`src/tone_band_detector_unit_assert.svh`:
```
// Assertion macros used by the detector RTL.
// TBD_ASSERT_IMPL checks a same-cycle implication, TBD_ASSERT_NEXT a next-cycle one.
`ifndef TONE_BAND_DETECTOR_UNIT_ASSERT_SVH
`define TONE_BAND_DETECTOR_UNIT_ASSERT_SVH
`ifndef ASSERT_OFF
`define TBD_ASSERT_IMPL(LBL, CLK, RSTN, A, C, MSG) \
  LBL: assert property (@(posedge CLK) disable iff (!RSTN) (A) |-> (C)) else $error(MSG);
`define TBD_ASSERT_NEXT(LBL, CLK, RSTN, A, C, MSG) \
  LBL: assert property (@(posedge CLK) disable iff (!RSTN) (A) |=> (C)) else $error(MSG);
`else
`define TBD_ASSERT_IMPL(LBL, CLK, RSTN, A, C, MSG)
`define TBD_ASSERT_NEXT(LBL, CLK, RSTN, A, C, MSG)
`endif
`endif

```
`src/tbd_pkg.sv`:
```
package tbd_pkg;

  // field widths
  localparam int RATE_W  = 24;
  localparam int FREQ_W  = 16;
  localparam int PCT_W   = 7;
  localparam int TOUT_W  = 16;
  localparam int IDX_W   = 3;
  localparam int PROD_W  = FREQ_W + PCT_W;

  localparam int DEFAULT_PERIOD_BITS = 16;

  // band width is a percentage
  localparam int BAND_DIVISOR = 100;

  localparam logic [FREQ_W-1:0] FREQ_MAX = '1;

  // register indexes
  localparam logic [IDX_W-1:0] REG_TICK_RATE  = 3'd0;
  localparam logic [IDX_W-1:0] REG_TARGET     = 3'd1;
  localparam logic [IDX_W-1:0] REG_BAND_PCT   = 3'd2;
  localparam logic [IDX_W-1:0] REG_MIN_FREQ   = 3'd3;
  localparam logic [IDX_W-1:0] REG_TIMEOUT    = 3'd4;

  // reset values
  localparam logic [RATE_W-1:0] RST_TICK_RATE = 24'd1000000;
  localparam logic [FREQ_W-1:0] RST_TARGET    = 16'd1000;
  localparam logic [PCT_W-1:0]  RST_BAND_PCT  = 7'd10;
  localparam logic [FREQ_W-1:0] RST_MIN_FREQ  = 16'd100;
  localparam logic [TOUT_W-1:0] RST_TIMEOUT   = 16'd64256;

  typedef struct packed {
    logic [RATE_W-1:0] tick_rate_hz;
    logic [FREQ_W-1:0] target_freq;
    logic [PCT_W-1:0]  band_percent;
    logic [FREQ_W-1:0] min_freq;
    logic [TOUT_W-1:0] timeout_ticks;
  } tbd_cfg_t;

  typedef enum logic [2:0] {
    ST_IDLE,
    ST_DIVIDE,
    ST_BAND,
    ST_DECIDE,
    ST_PUSH
  } tbd_state_t;

endpackage

```
`src/tbd_cfg_regs.sv`:
```
module tbd_cfg_regs (
  input  logic                                clk,
  input  logic                                rst_n,
  input  logic                                cfg_valid,
  output logic                                cfg_ready,
  input  logic [tbd_pkg::IDX_W-1:0]           cfg_index,
  input  logic [tbd_pkg::RATE_W-1:0]          cfg_wdata,
  output tbd_pkg::tbd_cfg_t                   cfg
);

  tbd_pkg::tbd_cfg_t cfg_r;

  // writes are always accepted
  assign cfg_ready = 1'b1;
  assign cfg       = cfg_r;

  // register file, unknown indexes ignored
  always_ff @(posedge clk) begin
    if (!rst_n) begin
      cfg_r.tick_rate_hz   <= tbd_pkg::RST_TICK_RATE;
      cfg_r.target_freq    <= tbd_pkg::RST_TARGET;
      cfg_r.band_percent   <= tbd_pkg::RST_BAND_PCT;
      cfg_r.min_freq       <= tbd_pkg::RST_MIN_FREQ;
      cfg_r.timeout_ticks  <= tbd_pkg::RST_TIMEOUT;
    end else if (cfg_valid && cfg_ready) begin
      unique case (cfg_index)
        tbd_pkg::REG_TICK_RATE: cfg_r.tick_rate_hz <= cfg_wdata;
        tbd_pkg::REG_TARGET:    cfg_r.target_freq  <= cfg_wdata[tbd_pkg::FREQ_W-1:0];
        tbd_pkg::REG_BAND_PCT:  cfg_r.band_percent <= cfg_wdata[tbd_pkg::PCT_W-1:0];
        tbd_pkg::REG_MIN_FREQ:  cfg_r.min_freq     <= cfg_wdata[tbd_pkg::FREQ_W-1:0];
        tbd_pkg::REG_TIMEOUT:   cfg_r.timeout_ticks  <= cfg_wdata[tbd_pkg::TOUT_W-1:0];
        default: ;
      endcase
    end
  end

endmodule

```
`src/tbd_serdiv.sv`:
```
module tbd_serdiv #(
  parameter int DIVIDEND_W = 24,
  parameter int DIVISOR_W  = 16
) (
  input  logic                  clk,
  input  logic                  rst_n,
  input  logic                  start,
  input  logic [DIVIDEND_W-1:0] dividend,
  input  logic [DIVISOR_W-1:0]  divisor,
  output logic                  busy,
  output logic [DIVIDEND_W-1:0] quotient
);

  localparam int CNT_W = $clog2(DIVIDEND_W + 1);

  logic [CNT_W-1:0]      cnt_r;
  logic [DIVISOR_W-1:0]  rem_r;
  logic [DIVISOR_W-1:0]  dvs_r;
  // dividend bits leave at the top while quotient bits enter at the bottom
  logic [DIVIDEND_W-1:0] shf_r;

  logic [DIVISOR_W:0]    trial;
  logic [DIVISOR_W:0]    diff;
  logic                  fits;

  // one restoring step per cycle
  always_comb begin
    trial = {rem_r, shf_r[DIVIDEND_W-1]};
    diff  = trial - {1'b0, dvs_r};
    fits  = trial >= {1'b0, dvs_r};
  end

  assign busy     = (cnt_r != '0);
  assign quotient = shf_r;

  // step counter
  always_ff @(posedge clk) begin
    if (!rst_n) begin
      cnt_r <= '0;
    end else if (start) begin
      cnt_r <= CNT_W'(DIVIDEND_W);
    end else if (busy) begin
      cnt_r <= cnt_r - 1'b1;
    end
  end

  // datapath
  always_ff @(posedge clk) begin
    if (start) begin
      rem_r <= '0;
      dvs_r <= divisor;
      shf_r <= dividend;
    end else if (busy) begin
      rem_r <= fits ? diff[DIVISOR_W-1:0] : trial[DIVISOR_W-1:0];
      shf_r <= {shf_r[DIVIDEND_W-2:0], fits};
    end
  end

endmodule

```
`src/tone_band_detector_unit.sv`:
```
// Channel  Direction  Handshake            Payload
// in_      into block in_valid / in_stall  in_level
// out_     from block out_valid / out_stall out_tone_present, out_measured_freq,
//                                           out_freq_updated
// cfg_     into block cfg_valid / cfg_ready cfg_index, cfg_wdata
//
// An item without a rising edge goes from acceptance straight to the push state.
// An item with a rising edge first runs the bit-serial divide of the
// 24-bit tick rate by the period, then band limits, compare and output load.
// One item is worked on at a time; in_stall is high from acceptance until its
// result has entered the output register, which then waits for out_stall to drop.
// Reset is synchronous and active low; there is no clearing pass.
`include "tone_band_detector_unit_assert.svh"

module tone_band_detector_unit #(
  parameter int PERIOD_BITS = tbd_pkg::DEFAULT_PERIOD_BITS
) (
  input  logic                        clk,
  input  logic                        rst_n,
  input  logic                        in_valid,
  output logic                        in_stall,
  input  logic                        in_level,
  output logic                        out_valid,
  input  logic                        out_stall,
  output logic                        out_tone_present,
  output logic [tbd_pkg::FREQ_W-1:0]  out_measured_freq,
  output logic                        out_freq_updated,
  input  logic                        cfg_valid,
  output logic                        cfg_ready,
  input  logic [tbd_pkg::IDX_W-1:0]   cfg_index,
  input  logic [tbd_pkg::RATE_W-1:0]  cfg_wdata
);

  localparam int CMP_W = (PERIOD_BITS > tbd_pkg::TOUT_W) ? PERIOD_BITS : tbd_pkg::TOUT_W;
  localparam int BQ_W  = tbd_pkg::PROD_W;
  localparam int BD_W  = $clog2(tbd_pkg::BAND_DIVISOR + 1);

  tbd_pkg::tbd_cfg_t   cfg;
  tbd_pkg::tbd_state_t state_r, state_nxt;

  // measurement state
  logic                       prev_level_r;
  logic [PERIOD_BITS-1:0]     elapsed_r;
  logic                       tone_flag_r;
  logic [tbd_pkg::FREQ_W-1:0] last_freq_r;
  logic                       upd_r;

  // band and frequency stage
  logic [tbd_pkg::FREQ_W-1:0] fsat_r;
  logic [tbd_pkg::FREQ_W-1:0] lo_r;
  logic [tbd_pkg::FREQ_W-1:0] hi_r;

  // output register
  logic                       out_valid_r;
  logic                       out_tone_r;
  logic [tbd_pkg::FREQ_W-1:0] out_freq_r;
  logic                       out_upd_r;

  logic                       accept;
  logic                       edge_det;
  logic [PERIOD_BITS-1:0]     count_inc;
  logic                       timeout_hit;
  logic                       out_free;
  logic                       div_start;
  logic                       load_out;

  logic                       main_busy;
  logic                       band_busy;
  logic [tbd_pkg::RATE_W-1:0] main_q;
  logic [BQ_W-1:0]            band_q;
  logic [tbd_pkg::PROD_W-1:0] band_prod;

  logic [tbd_pkg::FREQ_W-1:0] half;
  logic [tbd_pkg::FREQ_W:0]   hi_sum;

  tbd_cfg_regs u_cfg (
    .clk       (clk),
    .rst_n     (rst_n),
    .cfg_valid (cfg_valid),
    .cfg_ready (cfg_ready),
    .cfg_index (cfg_index),
    .cfg_wdata (cfg_wdata),
    .cfg       (cfg)
  );

  // tick rate / period
  tbd_serdiv #(
    .DIVIDEND_W (tbd_pkg::RATE_W),
    .DIVISOR_W  (PERIOD_BITS)
  ) u_div_freq (
    .clk      (clk),
    .rst_n    (rst_n),
    .start    (div_start),
    .dividend (cfg.tick_rate_hz),
    .divisor  (count_inc),
    .busy     (main_busy),
    .quotient (main_q)
  );

  // target * percent / 100
  assign band_prod = tbd_pkg::PROD_W'(cfg.target_freq) * tbd_pkg::PROD_W'(cfg.band_percent);

  tbd_serdiv #(
    .DIVIDEND_W (BQ_W),
    .DIVISOR_W  (BD_W)
  ) u_div_band (
    .clk      (clk),
    .rst_n    (rst_n),
    .start    (div_start),
    .dividend (band_prod),
    .divisor  (BD_W'(tbd_pkg::BAND_DIVISOR)),
    .busy     (band_busy),
    .quotient (band_q)
  );

  // tick decode
  assign accept      = in_valid && !in_stall;
  assign edge_det    = in_level && !prev_level_r;
  assign count_inc   = (elapsed_r == '1) ? elapsed_r : elapsed_r + PERIOD_BITS'(1);
  assign timeout_hit = CMP_W'(count_inc) >= CMP_W'(cfg.timeout_ticks);
  assign out_free    = !out_valid_r || !out_stall;

  // next state
  always_comb begin
    state_nxt = state_r;
    unique case (state_r)
      tbd_pkg::ST_IDLE: begin
        if (accept) begin
          state_nxt = edge_det ? tbd_pkg::ST_DIVIDE : tbd_pkg::ST_PUSH;
        end
      end
      tbd_pkg::ST_DIVIDE: begin
        if (!main_busy && !band_busy) begin
          state_nxt = tbd_pkg::ST_BAND;
        end
      end
      tbd_pkg::ST_BAND:   state_nxt = tbd_pkg::ST_DECIDE;
      tbd_pkg::ST_DECIDE: state_nxt = tbd_pkg::ST_PUSH;
      tbd_pkg::ST_PUSH: begin
        if (out_free) begin
          state_nxt = tbd_pkg::ST_IDLE;
        end
      end
      default: state_nxt = tbd_pkg::ST_IDLE;
    endcase
  end

  // state outputs
  always_comb begin
    in_stall  = (state_r != tbd_pkg::ST_IDLE);
    div_start = accept && edge_det;
    load_out  = (state_r == tbd_pkg::ST_PUSH) && out_free;
  end

  always_ff @(posedge clk) begin
    if (!rst_n) begin
      state_r <= tbd_pkg::ST_IDLE;
    end else begin
      state_r <= state_nxt;
    end
  end

  // band limits, clamped to the frequency range
  always_comb begin
    half   = band_q[tbd_pkg::FREQ_W:1];
    hi_sum = {1'b0, cfg.target_freq} + {1'b0, half};
  end

  always_ff @(posedge clk) begin
    if (state_r == tbd_pkg::ST_BAND) begin
      fsat_r <= (main_q[tbd_pkg::RATE_W-1:tbd_pkg::FREQ_W] != '0) ? tbd_pkg::FREQ_MAX
                                                                 : main_q[tbd_pkg::FREQ_W-1:0];
      lo_r   <= (cfg.target_freq > half) ? cfg.target_freq - half : '0;
      hi_r   <= hi_sum[tbd_pkg::FREQ_W] ? tbd_pkg::FREQ_MAX : hi_sum[tbd_pkg::FREQ_W-1:0];
    end
  end

  // measurement state
  always_ff @(posedge clk) begin
    if (!rst_n) begin
      prev_level_r <= 1'b0;
      elapsed_r    <= '0;
      tone_flag_r  <= 1'b0;
      last_freq_r  <= '0;
      upd_r        <= 1'b0;
    end else if (accept) begin
      prev_level_r <= in_level;
      upd_r        <= edge_det;
      if (edge_det) begin
        elapsed_r <= '0;
      end else begin
        elapsed_r <= count_inc;
        if (timeout_hit) begin
          tone_flag_r <= 1'b0;
        end
      end
    end else if (state_r == tbd_pkg::ST_DECIDE) begin
      last_freq_r <= fsat_r;
      tone_flag_r <= (fsat_r >= cfg.min_freq) && (fsat_r >= lo_r) && (fsat_r <= hi_r);
    end
  end

  // output register
  always_ff @(posedge clk) begin
    if (!rst_n) begin
      out_valid_r <= 1'b0;
    end else if (load_out) begin
      out_valid_r <= 1'b1;
    end else if (out_valid_r && !out_stall) begin
      out_valid_r <= 1'b0;
    end
  end

  always_ff @(posedge clk) begin
    if (load_out) begin
      out_tone_r <= tone_flag_r;
      out_freq_r <= last_freq_r;
      out_upd_r  <= upd_r;
    end
  end

  assign out_valid         = out_valid_r;
  assign out_tone_present  = out_tone_r;
  assign out_measured_freq = out_freq_r;
  assign out_freq_updated  = out_upd_r;

  // checks
  `TBD_ASSERT_NEXT(a_edge_starts_div, clk, rst_n, accept && edge_det, state_r == tbd_pkg::ST_DIVIDE, "edge item did not start divide")
  `TBD_ASSERT_NEXT(a_edge_clears_cnt, clk, rst_n, accept && edge_det, elapsed_r == '0, "period count not cleared on edge")
  `TBD_ASSERT_IMPL(a_band_after_div, clk, rst_n, state_r == tbd_pkg::ST_BAND, !main_busy && !band_busy, "dividers still busy at band stage")
  `TBD_ASSERT_IMPL(a_tone_rise_src, clk, rst_n, $rose(tone_flag_r), $past(state_r) == tbd_pkg::ST_DECIDE, "tone flag rose outside decide")

endmodule

```
`config.mk`:
```
export PLATFORM = sky130hd
export DESIGN_NAME = tone_band_detector_unit
export DESIGN_NICKNAME = d
export VERILOG_FILES = /design/src/tbd_pkg.sv /design/src/tbd_cfg_regs.sv /design/src/tbd_serdiv.sv /design/src/tone_band_detector_unit.sv
export VERILOG_INCLUDE_DIRS = /design/src /design/src/src
export SDC_FILE = /design/constraint.sdc
export NUM_CORES = 1
export LEC_CHECK = 0
export BUFFER_PORTS_ARGS = -buffer_cell sky130_fd_sc_hd__buf_4
export CAP_MARGIN = 15
export CORE_AREA = 5 5 198 200
export CTS_BUF_LIST = sky130_fd_sc_hd__clkbuf_8
export DETAILED_ROUTE_END_ITERATION = 8
export DIE_AREA = 0 0 203 205
export GPL_TIMING_DRIVEN = 1
export PLACE_DENSITY = 0.68
export SLEW_MARGIN = 20
export SYNTH_ARGS = -nofsm -noshare
export SYNTH_HDL_FRONTEND = slang
export SYNTH_SLANG_ARGS = --single-unit
```
`constraint.sdc`:
```
create_clock -name clk -period 4.5 [get_ports clk]
set_input_delay 0 -clock clk [delete_from_list [all_inputs] [get_ports clk]]
set_output_delay 0 -clock clk [all_outputs]
set_load 0.02 [all_outputs]
```
==> results.cfg <==
[cts]
cts_buffers = 48
h-tree-depth = 2
clk_path_buf_depth = 3
root_buffer = clkbuf_8
insertion_delay_ns = 0.62
clock-sinks = 280
cts_tree = done
clkTransAtPathRegs_ns = 0.06

[sta]
fin_skew_ns = 0.0309
period_minus_slack_ns = 4.59
worst_pin_slew_ns = 0.972
hold_viol_final = 0
holdWs_ns = 0.176
fin_tns_setup_ns = -0.328
finalMaxSlewViolations = 0
setup_ws_ns = -0.0851
setup_viol = 7
max_freq_mhz = 218
rsz0062_at_grt = true
relSlewSlack = 0.352
fin_crit_sh = 1.02

[cells_and_area]
syn2layout_area_growth_pct = 17.5
drive_above_1_share = 0.158
instances_no_fill = 2702
n_fill_cell = 3219
n_antenna_cell = 0
finalNetCount = 2452
final_util = 0.577

[placed_design]
port_buffers = 52
dpl.hpwl_um = 33300
dp_cells = 2553
place.gp.congestion = 0.903

[global_routing]
grt_pass1_vias = 14771
grt_pass1_wl_um = 75200
grt_overflow_total = 0
antenna_found_initial = 0
grt_use_total = 0.223
grt_max_degree = 86

[floorplanning]
dieArea_um2 = 41600
row_count = 71
fp.dieW_um = 203
initial_core_util = 0.491
die_h_um = 205
boundaryPins = 54
core_um2 = 37200

[power]
power_mw = 9.67
peakVddDrop_uv = 199
powerDensity_nw_per_um2 = 450
leakage_nw = 9.41

[hold_path]
hold_class = input pin to flip-flop

[setup_path]
setup.worst_path.class = flip-flop to flip-flop
cp.arrival_ns = 4.91
cpMaxStageDelayCell = fa_1
crit_required_ns = 4.83
worstSetupStartpointType = flip-flop
cp-end-kind = flip-flop
critPathMaxStageDelay_ns = 0.53
worstPathCellList = buf_4 -> nand2_1 -> fa_1 -> fa_1 -> inv_2 -> fa_1 -> inv_2 -> fa_1 -> inv_2 -> ha_2 -> a21o_1 -> a221oi_2 -> o21ai_2 -> o21ai_4 -> o221ai_2 -> a31oi_1 -> xor2_1 -> o21ai_1
worstPathMaxFanout = 5
cpMostUsedCell = fa_1

[synthesis]
synthCells = 2036
syn_area_per_cell_um2 = 8.98
synth_cell_types = 70
synth-async-reset-ratio = 0
netlist_area_um2 = 18300
synth_top_cell_by_area = edfxtp_1
synth.area.top_cells = edfxtp_1 21%, dfxtp_1 17%, ha_1 11%
synth.top_cell.area_share = 0.212
syn_nets = 2300
yosys_most_used_dff = dfxtp_1
ys_ff_latch = 280
synth_edf_count = 129
yosys_warnings = 0
ys_seq_area_frac = 0.377

[detailed_routing]
drc = 0
avgViaCountPerCell = 5.39
vias = 14565
wl_per_cell_um = 17.0
ant_nets = 0
drt-initial-drc-count = 955
postRouteWirelength_um = 46000
firstDrtPassIters = 5

[flow_run]
cap_violations = 0

[status]
violations = negative setup slack
outcome = finished with violations
==> cells by family (layout without fill, tap and decap cells) <==
kind of cell / count (synthesis) / in the layout / share of synthesized area
xor gates and xnor gates: 67 / 67 / 0.0321
and+or+nand+nor: 756 / 756 / 0.191
other: 1 / 1 / 0.000205
AOI/OAI and AO/OA: 402 / 402 / 0.144
muxes: 12 / 12 / 0.00664
DFF: 280 / 280 / 0.377
buffers and inverters: 287 / 479 / 0.0610
adders and majority gates: 231 / 231 / 0.188
==> power by group <==
part	internal (mW)	switching, mW
registers	3.28	0.288
clock network	1.26	1.08
logic	1.58	2.19
total	6.12	3.55
==> Yosys cell counts, drive strengths merged (34+ instances only) <==
| library cell | count |
|---|---|
| a21boi | 74 |
| a21oi | 95 |
| and2 | 90 |
| clkbuf | 75 |
| dfxtp | 151 |
| edfxtp | 129 |
| fa | 72 |
| ha | 159 |
| inv | 200 |
| nand2 | 381 |
| nand3 | 42 |
| nor2 | 87 |
| nor3 | 34 |
| o21ai | 81 |
| xnor2 | 47 |
==> cell usage in the layout (no fill, tap or decap), types with 16 or more instances in the layout <==
cell type and n:
nand2_1 378, inv_1 196, ha_1 148, buf_4 142, dfxtp_1 136, edfxtp_1 129, nor2_1 83, a21oi_1 83
a21boi_0 74, and2_1 70, o21ai_0 70, fa_1 70, clkbuf_8 53, xnor2_1 46, nand3_1 41, dlygate4sd3_1 39
nor3_1 31, a21o_1 30, nor2b_1 28, or2_2 22, and2_4 20, xor2_1 20, a211oi_1 20, nand4_1 19
inv_2 19, o21a_1 16
==> path summary, 6_finish.rpt <==
| kind | startpoint | to | slack (ns) | cells after the start |
|---|---|---|---|---|
| setup reg to reg | u_cfg.cfg[36]$_SDFFE_PN0P_ | u_div_band.quotient[20]$_DFFE_PP_ | -0.09 | 18 |
| hold / removal | cfg_wdata[18] | u_cfg.cfg[73]$_SDFFE_PN1P_ | 0.18 | 4 |
| setup / recovery | u_cfg.cfg[36]$_SDFFE_PN0P_ | u_div_band.quotient[20]$_DFFE_PP_ | -0.09 | 18 |
| hold reg to reg | last_freq_r[15]$_SDFFE_PN0P_ | out_measured_freq[15]$_DFFE_PP_ | 0.43 | 0 |
==> per-stage QoR <==
step / setup slack, ns / cell area [um^2]
finish: -0.0851 / 21500
global route: -0.253 / 21500
CTS: -0.118 / 21200
detailed placement: -0.321 / 19600
global placement: -0.267 / 19600
floorplan: 0.00196 / 18500
==> sequential cells by signal, indices dropped and copies added, names as in the netlist <==
name                 flops
fsat_r                  16
out_valid                1
prev_level_r             1
lo_r                    16
tone_flag_r              1
state_r                  3
u_div_freq.cnt_r         5
u_div_band.cnt_r         5
u_div_freq.dvs_r        16
elapsed_r               16
hi_r                    16
u_div_freq.quotient     24
u_div_band.rem_r         7
out_tone_present         1
u_div_band.quotient     23
out_freq_updated         1
u_div_freq.rem_r        16
upd_r                    1
last_freq_r             16
out_measured_freq       16
u_cfg.cfg               79
==> metal layers <==
layer,global-route usage,up-vias,part of all wire
met2,0.372,349,0.46
met4,0.0732,0,0.027
met1,0.301,6952,0.46
met5,0,-,0
li1,-,7178,-
met3,0.0325,86,0.054
==> worst max-delay path, delay by kind of cell (launching register included) <==
kind	cells	cell delay (ns)
AO/OA/AOI/OAI	7	1.24
adder cells (fa/ha/maj)	5	2.21
flip-flops	1	0.38
buffers and inverters	4	0.24
AND/OR/NAND/NOR	1	0.06
XOR/XNOR	1	0.16
==> area by class of cell <==
class | instances | area, um^2 | area share
Inverter | 200 | 751 | 0.0349
Multi-Input combinational cell | 1469 | 10700 | 0.497
Clock inverter | 37 | 245 | 0.0114
Sequential cell | 280 | 6940 | 0.323
Timing Repair Buffer | 189 | 1550 | 0.0722
Tap cell | 474 | 593 | 0.0276
Clock buffer | 53 | 729 | 0.0340
==> repair_timing <==
action,4_1_cts,5_1_grt
setup buffers,10,9
gates resized for setup,48,61
setup endpoints to repair,9,12
pin swaps,40,43
hold buffers,39,0
hold endpoints to repair,108,0
Note: power is estimated with default switching activity, not from simulation.
